--- config.mk ---
export PLATFORM = sky130hd
export DESIGN_NAME = stg_ram
export DESIGN_NICKNAME = d
export VERILOG_FILES = /design/src/rtl/stg_ram.sv
export SDC_FILE = /design/constraint.sdc
export NUM_CORES = 1
export LEC_CHECK = 0
export BUFFER_PORTS_ARGS = -buffer_cell sky130_fd_sc_hd__buf_4
export CAP_MARGIN = 30
export CORE_MARGIN = 4
export CORE_UTILIZATION = 35
export DETAILED_ROUTE_END_ITERATION = 16
export PLACE_DENSITY = 0.56
export SLEW_MARGIN = 20
export SYNTH_ARGS = -nofsm -noshare
export SYNTH_HDL_FRONTEND = slang
export SYNTH_SLANG_ARGS = --single-unit
--- constraint.sdc ---
create_clock -name clk -period 2.68 [get_ports clk]
set_input_delay 0.268 -clock clk [delete_from_list [all_inputs] [get_ports clk]]
set_output_delay 0.268 -clock clk [all_outputs]
set_load 0.02 [all_outputs]
--- src/rtl/stg_ram.sv ---
// Generic single-write, single-read RAM with a registered read port.
// Stand-alone; used by sine_tone_generator for the phase accumulator.
`timescale 1ns / 1ps

module stg_ram #(
    parameter int WIDTH = 32,
    parameter int DEPTH = 2
) (
    input  logic                                        clk,
    input  logic                                        wr_en,
    input  logic [((DEPTH > 1) ? $clog2(DEPTH) : 1)-1:0] wr_addr,
    input  logic [WIDTH-1:0]                            wr_data,
    input  logic                                        rd_en,
    input  logic [((DEPTH > 1) ? $clog2(DEPTH) : 1)-1:0] rd_addr,
    output logic [WIDTH-1:0]                            rd_data
);

    logic [WIDTH-1:0] mem_reg [0:DEPTH-1];
    logic [WIDTH-1:0] rd_data_reg;

    always_ff @(posedge clk)
    begin
        if (wr_en)
        begin
            mem_reg[wr_addr] <= wr_data;
        end
    end

    always_ff @(posedge clk)
    begin
        if (rd_en)
        begin
            rd_data_reg <= mem_reg[rd_addr];
        end
    end

    assign rd_data = rd_data_reg;

endmodule

* Yosys cells after proc, flatten, opt, wreduce, memory -nomap -nowiden
Memories as Yosys holds them, arrays and structs flattened. A register that Yosys moved wholly into a read port is not among the register bits.
Index checks and enable logic that the tools add are counted.
** Cells by class
- Mux-type cells :: 2
** Operators by type and width (count)
- $mux W1 :: 2
** Word-level totals
- Output and inout bits :: 32
- Memories kept :: 1
- Bits in registers :: 0
- Bits in writable memories :: 64
- Logic and storage cells :: 3
- Bits of input ports :: 37
** Memories
- mem_reg :: depth 2, bits a word 32, read ports 1, clocked after Yosys merged registers in 1, write ports 1, line 18 : logic [WIDTH-1:0] mem_reg [0:DEPTH-1];

* Longest topological paths before layout
Gate-level depths: netlist of run 1.
- Word-level depth :: 2
- Mapped depth :: 3
- Depth with buffers taken out :: 1

* Worst setup path after synthesis of run 1
No wires, ideal clock.
- Kind :: in2reg
- Start :: input port wr_addr
- End :: memory mem_reg[0][0], enable pin
- Required time :: 2.255 ns
- Data arrival time :: 1.720 ns
- Stages :: 1
- Slack :: 0.534 ns
- Cell sequence :: nor2b_1
** RTL lines
- from (decl) :: line 11 : input logic [((DEPTH > 1) ? $clog2(DEPTH) : 1)-1:0] wr_addr,
- to (decl) :: line 18
No word-level cell before the write port.

* Worst setup path in the final report of run 1
- Start :: register rd_data_reg[19], in the netlist rd_data[19], read port of mem_reg
- End :: output port rd_data[19]
** RTL lines
- from (decl) :: line 19 : logic [WIDTH-1:0] rd_data_reg;
- to (decl) :: line 15 : output logic [WIDTH-1:0] rd_data
No word-level cell between the ends.

==> metrics.txt, run 1 <==
arrival time of the worst setup path approximately 0.92 ns; total wire length about 5300 um; final core utilization 0.450; Syn Area/Cell approximately 26 sq um; GRT overflow 0; all-layer global routing usage 0.0949; initial antenna violation count 0; DRC viols 0; Flop pwr share 0.611; Rel. slew slack 0.444; Initial Utilization 0.365; CP delay by family, top flip-flops; first-pass GRT wire length around 7900 um; Clock power frac 0.299; worst hold path stage count 1; row count 35; combinational share of power 0.090; Slew @ Worst Pin approximately 0.83 ns; Port-buffer cells 68; Vias between 1000 and 1500; Post-Layout Cell Count roughly 340; final hold violation count 0; Worst Hold Class input port to flop; Die ar. between 10000 and 15000 sq um; reg2reg start mem_reg[0][1]; ys async rst share 0; fin crit share 0.443; gpl congestion 0.659; Setup Buffers After CTS 0; core region area roughly 9400 sq um; largest net degree at the start of global routing 33; VDD IR max ~0.23 mV; I/O pin cnt 69; cell count after synthesis 134; final setup TNS 0 ns; Worst Setup Start Kind flop; #FFs+latches synth 96; WS Path Type flop to output pin; vias in the first global route 1551; Inst Count DP around 330; r2r setup slk about 1.8 ns; nets roughly 250; antenna-violating nets left 0; DRT iter0 DRCs 46; Clock Skew approximately 0.010 ns; most common cell in the netlist edfxtp_1; leakage power roughly 1.6 nW; Largest stage delay, worst path between 0.4 and 0.5 ns; worst setup margin ~1.5 ns; Area growth, synth to finish 23.3%; Max Clk Rate 0.842 GHz; area share of the largest cell type after synthesis 0.838; clk slew on worst S/H paths 0.09 ns; clk_lat worst skew roughly 0.34 ns; CTS tree done; ys flop type edfxtp_1; cts bufs inserted 9; Synth Net Count between 150 and 200; Setup Viol. Count Final 0; Switch Pwr between 600 and 700 uW; cells on worst reg2reg path 1; layout cells sized above 1 0.542; Root Driver clkbuf_8; Die W roughly 110 um; EDFF count, synth between 90 and 100; Max FO, Critical Path 1; Hold Path Sink mem_reg[0][26]; switching fraction of total power 0.207; Bufs and invs on worst path 1; cell at the slowest stage of the critical path edfxtp_1; pre-CTS setup slack 1.20 ns; status complete, no violations; Fillers between 800 and 900; max FFs per register 64; Inserted Diodes 0; vias per cell 4.14; CTS resizes 0; CTS H-Tree Depth 3; Tmin final 1.19 ns; hold buffers post-CTS 0; maximum clock insertion buffer count 2; Post-Syn Area 3440 sq um; drt first pass iters 4; Commonest cells post-synth 96 x edfxtp_1, 30 x mux2_4, 3 x buf_12, 2 x mux2_2; Area contributors post-synth edfxtp_1 84%, mux2_4 13%, buf_12 1.7%; FF-to-FF End rd_data[1]; Seq/Total Area, Yosys 0.838; RSZ-0062 raised after global routing false; max cap viols 0; Cell variety after synth 7; Int Pwr between 2 and 2.5 mW; crit-path cells buf_4; hold path startpoint wr_data[26]; Synth warnings 0; drt wl/cell roughly 15 um; Slew Limit Fails 0; Die Y approximately 110 um; Sink Count 96; cell taking the most area after synthesis edfxtp_1; critical path data required time 2.41 ns; Crit. End Element output pin; Power Density just under 700 nW/um^2
==> metrics by stage <==
| stage | cell area (sq um) | hold slack [ns] | power (mW) |
|---|---|---|---|
| CTS | 4240 | 0.0813 | 2.99 |
| finish | 4240 | 0.102 | 2.94 |
| floorplan | 3440 | 0.367 | 1.98 |
| detailed placement | 4060 | 0.456 | 2.11 |
| global route | 4240 | 0.0703 | 3.07 |
| global placement | 4060 | 0.455 | 2.10 |
==> cell families (layout without fill, tap and decap cells) <==
logic type,Yosys count,count (layout),share of synthesized area
buf+inv,4,84,0.0207
flops,96,96,0.838
simple gates,2,2,0.00364
mux,32,32,0.138
==> per-layer routing <==
layer  wire length (um)  global-route usage  vias to the layer above
met5                  0                   0                        -
met4                 74              0.0521                        0
met3                314              0.0319                        5
met2               2760               0.161                       44
met1               2150               0.104                      686
li1                   -                   -                      685
==> worst max path at each step <==
stage / start / to / slack (ns) / cells after the start
finish: rd_data[19] / rd_data[19] / 1.49 / 1
global route: rd_data[26] / rd_data[26] / 1.45 / 1
CTS: rd_data[19] / rd_data[19] / 1.47 / 1
detailed placement: wr_addr / mem_reg[1][23] / 1.20 / 2
global placement: wr_addr / mem_reg[1][19] / 1.19 / 2
floorplan: wr_addr / mem_reg[0][0] / 0.53 / 1
==> power groups by stage <==
stage	Sequential [mW]	Clock [mW]	Combinational [mW]
final	1.80	0.880	0.264
after global routing	1.81	0.975	0.282
after CTS	1.80	0.916	0.271
after detailed placement	1.84	0	0.271
after global placement	1.83	0	0.267
after floorplan	1.88	0	0.104
==> layout make-up <==
cell class	instances	area [sq um]	area share
well taps	129	161	0.0381
flip-flops and latches	96	2880	0.680
clock inverters	6	61.3	0.0145
clock buffers	9	124	0.0292
repair buffers	69	518	0.122
multi-input cells	34	494	0.117
==> placed cells by master, fill, tap and decap left out <==
| cell type | count |
|---|---|
| clkinvlp_4 | 2 |
| nor2b_4 | 1 |
| clkinv_1 | 2 |
| edfxtp_1 | 96 |
| bufinv_16 | 1 |
| and2_2 | 1 |
| mux2_2 | 2 |
| mux2_4 | 30 |
| buf_4 | 69 |
| clkinv_4 | 1 |
| clkbuf_8 | 9 |
(Power assumes the default switching activity.)
==> run 2, diff against run 1 <==
- PLACE_DENSITY: 0.56 -> 0.58
- clock period: 2.68 -> 1.05 ns (I/O delays scaled with it)
==> run 2 against run 1 <==
Against the previous run: via count grew 13%; setup slack lost 1.5 ns; die area is the same; critical endpoint is now rd_data[15]; flip-flop and latch count is the same; non-clock buffer count grew 38; register-to-register slack lost 1.6 ns; highest routed layer unchanged; clock power grew to 2.9 times the previous value; largest cell class unchanged; first-iteration DRC count shrank 65%; critical path type unchanged; sequential power grew to 2.6 times the previous value.
==> metrics.txt, run 2 (synthesized netlist as in run 1, its figures left out) <==
busiest grt layer met2 (unchanged); Clock Skew 0.00943 ns (was 0.0103 ns); FF-to-FF End rd_data[10] (was rd_data[1]); core region area 9420 sq um (unchanged); clk slew on worst S/H paths 0.09 ns (about the same); met3 usage 0.0518 (was 0.0319); crit path from rd_data[15] (was rd_data[19]); WS Path Type flop to output pin (unchanged); hold path startpoint rd_addr (was wr_data[26]); arrival time of the worst setup path 0.93 ns (was 0.92 ns); r2r setup slk 0.16 ns (was 1.78 ns); final hold violation count 0 (unchanged); leading cell types in the layout, fill and taps excluded 96 x edfxtp_1, 55 x buf_4, 32 x dlygate4sd3_1, 30 x mux2_4, 14 x buf_6 (was 96 x edfxtp_1, 69 x buf_4, 30 x mux2_4, 9 x clkbuf_8); Worst Setup Start Kind flop (unchanged); Port-buffer cells 68 (unchanged); cell at the slowest stage of the critical path edfxtp_1 (unchanged); RSZ-0062 raised after global routing true (was false); CP delay by family, top flip-flops (unchanged); drt first pass iters 4 (unchanged); all-layer global routing usage 0.101 (was 0.0949); layout cells sized above 1 0.482 (was 0.542); Max FO, Critical Path 1 (unchanged); Sink Count 96 (unchanged); status complete, no violations (unchanged); gpl congestion 0.643 (was 0.659); most common cell after layout, fill and taps aside edfxtp_1 (unchanged); Area growth, synth to finish 38.4% (was 23.3%); worst hold path stage count 2 (was 1); total wire length 5420 um (was 5300 um); CTS tree done (unchanged); fin crit share 0.989; Crit. End Element output pin (unchanged); critical path data required time 0.94 ns (was 2.41 ns); Inst Count DP 334 (was 328); M1 GR Usage 0.109 (was 0.104); clk_lat worst skew 0.34 ns (about the same); max FFs per register 64 (unchanged); Setup Viol. Count Final 0 (unchanged); met2 usage 0.175 (was 0.161); Hold Worst Slack 0.159 ns (was 0.102 ns); initial antenna violation count 0 (unchanged); GRT overflow 0 (unchanged); maximum clock insertion buffer count 2 (unchanged); first-pass GRT wire length 8630 um (was 7930 um); reg2reg start mem_reg[0][10] (was mem_reg[0][1]); post-DP HPWL between 3000 and 4000 um; VDD IR max 0.881 mV (was 0.228 mV); cells on worst reg2reg path 1 (unchanged); Rel. slew slack 0.710 (was 0.444); Inserted Diodes 0 (unchanged); row count 35 (unchanged); Die ar. 11500 sq um (unchanged); Bufs and invs on worst path 1 (unchanged); Die Y 107 um (unchanged); Die W 107 um (unchanged); max cap viols 0 (unchanged); Root Driver clkbuf_8 (unchanged); total power 7.95 mW (was 2.94 mW); vias in the first global route 1745 (was 1551); Post-Layout Cell Count 382 (was 343); nets 285 (was 247); CTS H-Tree Depth 3 (unchanged); Max Clk Rate 0.963 GHz; Hold Path Sink rd_data[30] (was mem_reg[0][26]); largest net degree at the start of global routing 33 (unchanged); DRT iter0 DRCs 16 (was 46); Slew Limit Fails 0 (unchanged); Largest stage delay, worst path 0.43 ns (was 0.41 ns); I/O pin cnt 69 (unchanged); Slew @ Worst Pin 0.434 ns (was 0.834 ns); drt wl/cell 14.2 um (was 15.5 um); vias per cell 4.19 (was 4.14); Initial Utilization 0.365 (unchanged); antenna-violating nets left 0 (unchanged); final setup TNS 0 ns (unchanged); leakage power 1.82 nW (was 1.60 nW); Vias 1600 (was 1420); Worst Hold Class input port to flop (unchanged); cts bufs inserted 9 (unchanged); Tmin final 1.04 ns; Setup Buffers After CTS 0 (unchanged); DRC viols 0 (unchanged); Power Density 1670 nW/um^2 (was 694 nW/um^2); crit-path cells buf_6 (was buf_4)
==> run 2: cell count changes in the layout (fill, tap and decap cells not counted) <==
cell and change:
buf_12 +6, buf_4 -14, buf_6 +14, bufinv_16 +1, clkbuf_1 +1, clkinvlp_4 -1, dlygate4sd3_1 +32
==> run 2: how the worst max path moves through the flow <==
stage | depth (start not counted) | endpoint
global route | 1 | rd_data[15]
floorplan | 1 | mem_reg[0][0]
finish | 1 | rd_data[15]
global placement | 3 | rd_data[19]
detailed placement | 3 | rd_data[19]
CTS | 1 | rd_data[15]
==> run 2: repair_timing <==
action,in CTS,in global routing
setup endpoints to repair,3,14
resized for setup,3,11
pin swaps,0,0
hold buffers,32,0
endpoints found under the hold margin,64,0
==> run 2: final cells by class <==
type / count / area [sq um]
repair buffers: 107 / 1010
fillers: 766 / 4650
multi-input cells: 34 / 494
clock inverters: 6 / 83.8
clock buffers: 10 / 128
flip-flops and latches: 96 / 2880
well taps: 129 / 161
==> run 2: per-layer routing <==
metal	vias to the layer above	part of all wire	routed length, um
li1	763	-	-
met1	778	0.39	2120
met2	54	0.54	2920
met3	5	0.057	308
met4	0	0.013	68
met5	-	0	0
==> run 2: per-stage QoR <==
stage,setup WS [ns],cell area (sq um),utilization
after floorplan,0.0192,3450,-
after global placement,0.0551,4180,0.444
after detailed placement,0.0521,4180,0.444
after CTS,-0.00387,4720,0.501
after global routing,-0.0511,4760,0.506
final,0.0119,4760,0.506
==> run 2: report_power, final <==
group	switching, mW	internal [mW]	leakage [nW]	total (mW)
registers	0.0791	4.52	0.914	4.60
logic	0.340	0.501	0.801	0.842
clock network	1.18	1.33	0.102	2.51
total	1.59	6.36	1.82	7.95
==> run 3, diff against run 2 <==
- BUFFER_PORTS_ARGS: -buffer_cell sky130_fd_sc_hd__buf_4 -> not set
- DONT_BUFFER_PORTS: not set -> 1
- PLACE_DENSITY: 0.58 -> 0.5
- clock period: 1.05 -> 1.3 ns (I/O delays scaled with it)
==> run 3 against run 2 <==
Against the previous run: via count decreased by 15%; utilization decreased by 6.7 points; sequential power decreased by 17%; worst hold slack got worse by 0.15 ns; critical path type unchanged; largest power group unchanged.
==> metrics.txt, run 3 (synthesized netlist as in run 1, its figures left out) <==
status complete, no violations (unchanged); cts bufs inserted 9 (unchanged); clk slew on worst S/H paths 0.09 ns (about the same); arrival time of the worst setup path 0.86 ns (was 0.93 ns); leading cell types in the layout, fill and taps excluded 96 x edfxtp_1, 32 x dlygate4sd3_1, 30 x mux2_4, 9 x clkbuf_8, 3 x buf_12 (was 96 x edfxtp_1, 55 x buf_4, 32 x dlygate4sd3_1, 30 x mux2_4, 14 x buf_6); all-layer global routing usage 0.0977 (was 0.101); drt wl/cell 17.2 um (was 14.2 um); Power Density 1470 nW/um^2 (was 1670 nW/um^2); gpl congestion 0.608 (was 0.643); VDD IR max 0.537 mV (was 0.881 mV); total power 6.05 mW (was 7.95 mW); Die ar. 11500 sq um (unchanged); DRC viols 0 (unchanged); WS Path Type flop to output pin (unchanged); max cap viols 0 (unchanged); Vias 1356 (was 1600); Sink Count 96 (unchanged); DRT iter0 DRCs 44 (was 16); largest net degree at the start of global routing 33 (unchanged); Slew Limit Fails 0 (unchanged); Port-buffer cells 0 (was 68); Clock power frac 0.313 (was 0.315); drt first pass iters 2 (was 4); nets 215 (was 285); Setup Viol. Count Final 0 (unchanged); final hold violation count 0 (unchanged); cells on worst reg2reg path 1 (unchanged); Worst Hold Class input port to flop (unchanged); combinational share of power 0.056 (was 0.106); initial antenna violation count 0 (unchanged); Slew @ Worst Pin 0.241 ns (was 0.434 ns); hold buffers post-CTS 33 (was 32); maximum clock insertion buffer count 2 (unchanged); Initial Utilization 0.365 (unchanged); clk_lat worst skew 0.35 ns (was 0.34 ns); worst setup margin 0.310 ns (was 0.0119 ns); total wire length 5360 um (was 5420 um); antenna-violating nets left 0 (unchanged); CTS tree done (unchanged); Rel. slew slack 0.840 (was 0.710); Max Clk Rate ~1 GHz; layout cells sized above 1 0.295 (was 0.482); fin crit share 0.762; Clock Skew 0.00943 ns (about the same); final setup TNS 0 ns (unchanged); row count 35 (unchanged); Fillers 835 (was 766); critical path data required time 1.17 ns (was 0.94 ns); Root Driver clkbuf_8 (unchanged); core region area 9420 sq um (unchanged); vias in the first global route 1501 (was 1745); number of cells on the critical path 0 (was 1); Max FO, Critical Path 1 (unchanged); leakage power 1.45 nW (was 1.82 nW); RSZ-0062 raised after global routing false (was true); CTS H-Tree Depth 3 (unchanged); switching fraction of total power 0.210 (was 0.201); vias per cell 4.35 (was 4.19); Die W 107 um (unchanged); Switch Pwr 1.27 mW (was 1.59 mW); Crit. End Element output pin (unchanged); pre-CTS setup slack 0.377 ns (was 0.0521 ns); GRT overflow 0 (unchanged); Int Pwr 4.78 mW (was 6.36 mW); max FFs per register 64 (unchanged); Die Y 107 um (unchanged); worst hold path stage count 1 (was 2); Flop pwr share 0.631 (was 0.579); most common cell after layout, fill and taps aside edfxtp_1 (unchanged); Inserted Diodes 0 (unchanged); I/O pin cnt 69 (unchanged); Area growth, synth to finish 20.0% (was 38.4%); Tmin final 0.990 ns; first-pass GRT wire length 8040 um (was 8630 um); Worst Setup Start Kind flop (unchanged)
[run 3: cell types whose count changed in the layout (fill, tap and decap cells not counted)]
cell / before / now
clkinv_2: 0 / 2
buf_6: 14 / 0
bufinv_16: 2 / 1
clkinv_1: 2 / 0
buf_12: 6 / 3
clkinvlp_4: 1 / 0
buf_4: 55 / 2
inv_6: 0 / 2
[run 3: layout make-up]
type                       instances  area (sq um)  area share
sequential                        96          2880       0.698
multi-input combinational         34           494       0.120
timing repair buffer              37           395      0.0958
tap                              129           161      0.0391
clock buffer                      10           128      0.0309
clock inverter                     6          66.3      0.0161
[run 3: worst paths after layout]
| check | slack, ns | startpoint | end |
|---|---|---|---|
| setup reg to reg | 0.38 | mem_reg[0][22] | rd_data[22] |
| hold reg to reg | 0.54 | mem_reg[0][17] | rd_data[17] |
| setup / recovery | 0.31 | rd_data[24] | rd_data[24] |
| hold / removal | 0.008 | rd_addr | rd_data[9] |
[run 3: routing by layer]
layer  wire length, um  global-route usage  up-vias
met1              2140               0.106      685
li1                  -                   -      621
met2              2860               0.168       41
met5                 0                   0        -
met3               252              0.0307        9
met4                95              0.0548        0
[run 3: what timing repair did]
item | CTS | global route
hold endpoints to repair | 121 | 23
buffers inserted | 0 | 0
gates resized for setup | 0 | 0
[run 3: metrics by stage]
stage               std cells  utilization  instance area (sq um)  hold WS [ns]
floorplan                 134            -                   3450         0.229
global placement          263        0.382                   3590         0.229
detailed placement        263        0.382                   3590         0.229
CTS                       312        0.438                   4130       -0.0167
global route              312        0.438                   4130       -0.0242
finish                    312        0.438                   4130       0.00764
[run 3: power groups by stage]
| stage | logic (mW) | clock network, mW | registers, mW |
|---|---|---|---|
| 6_report | 0.337 | 1.90 | 3.82 |
| 5_1_grt | 0.363 | 2.12 | 3.84 |
| 4_1_cts | 0.343 | 1.99 | 3.82 |
| 3_5_place_dp | 0.223 | 0 | 3.90 |
| 3_3_place_gp | 0.212 | 0 | 3.89 |
| 2_1_floorplan | 0.218 | 0 | 3.87 |
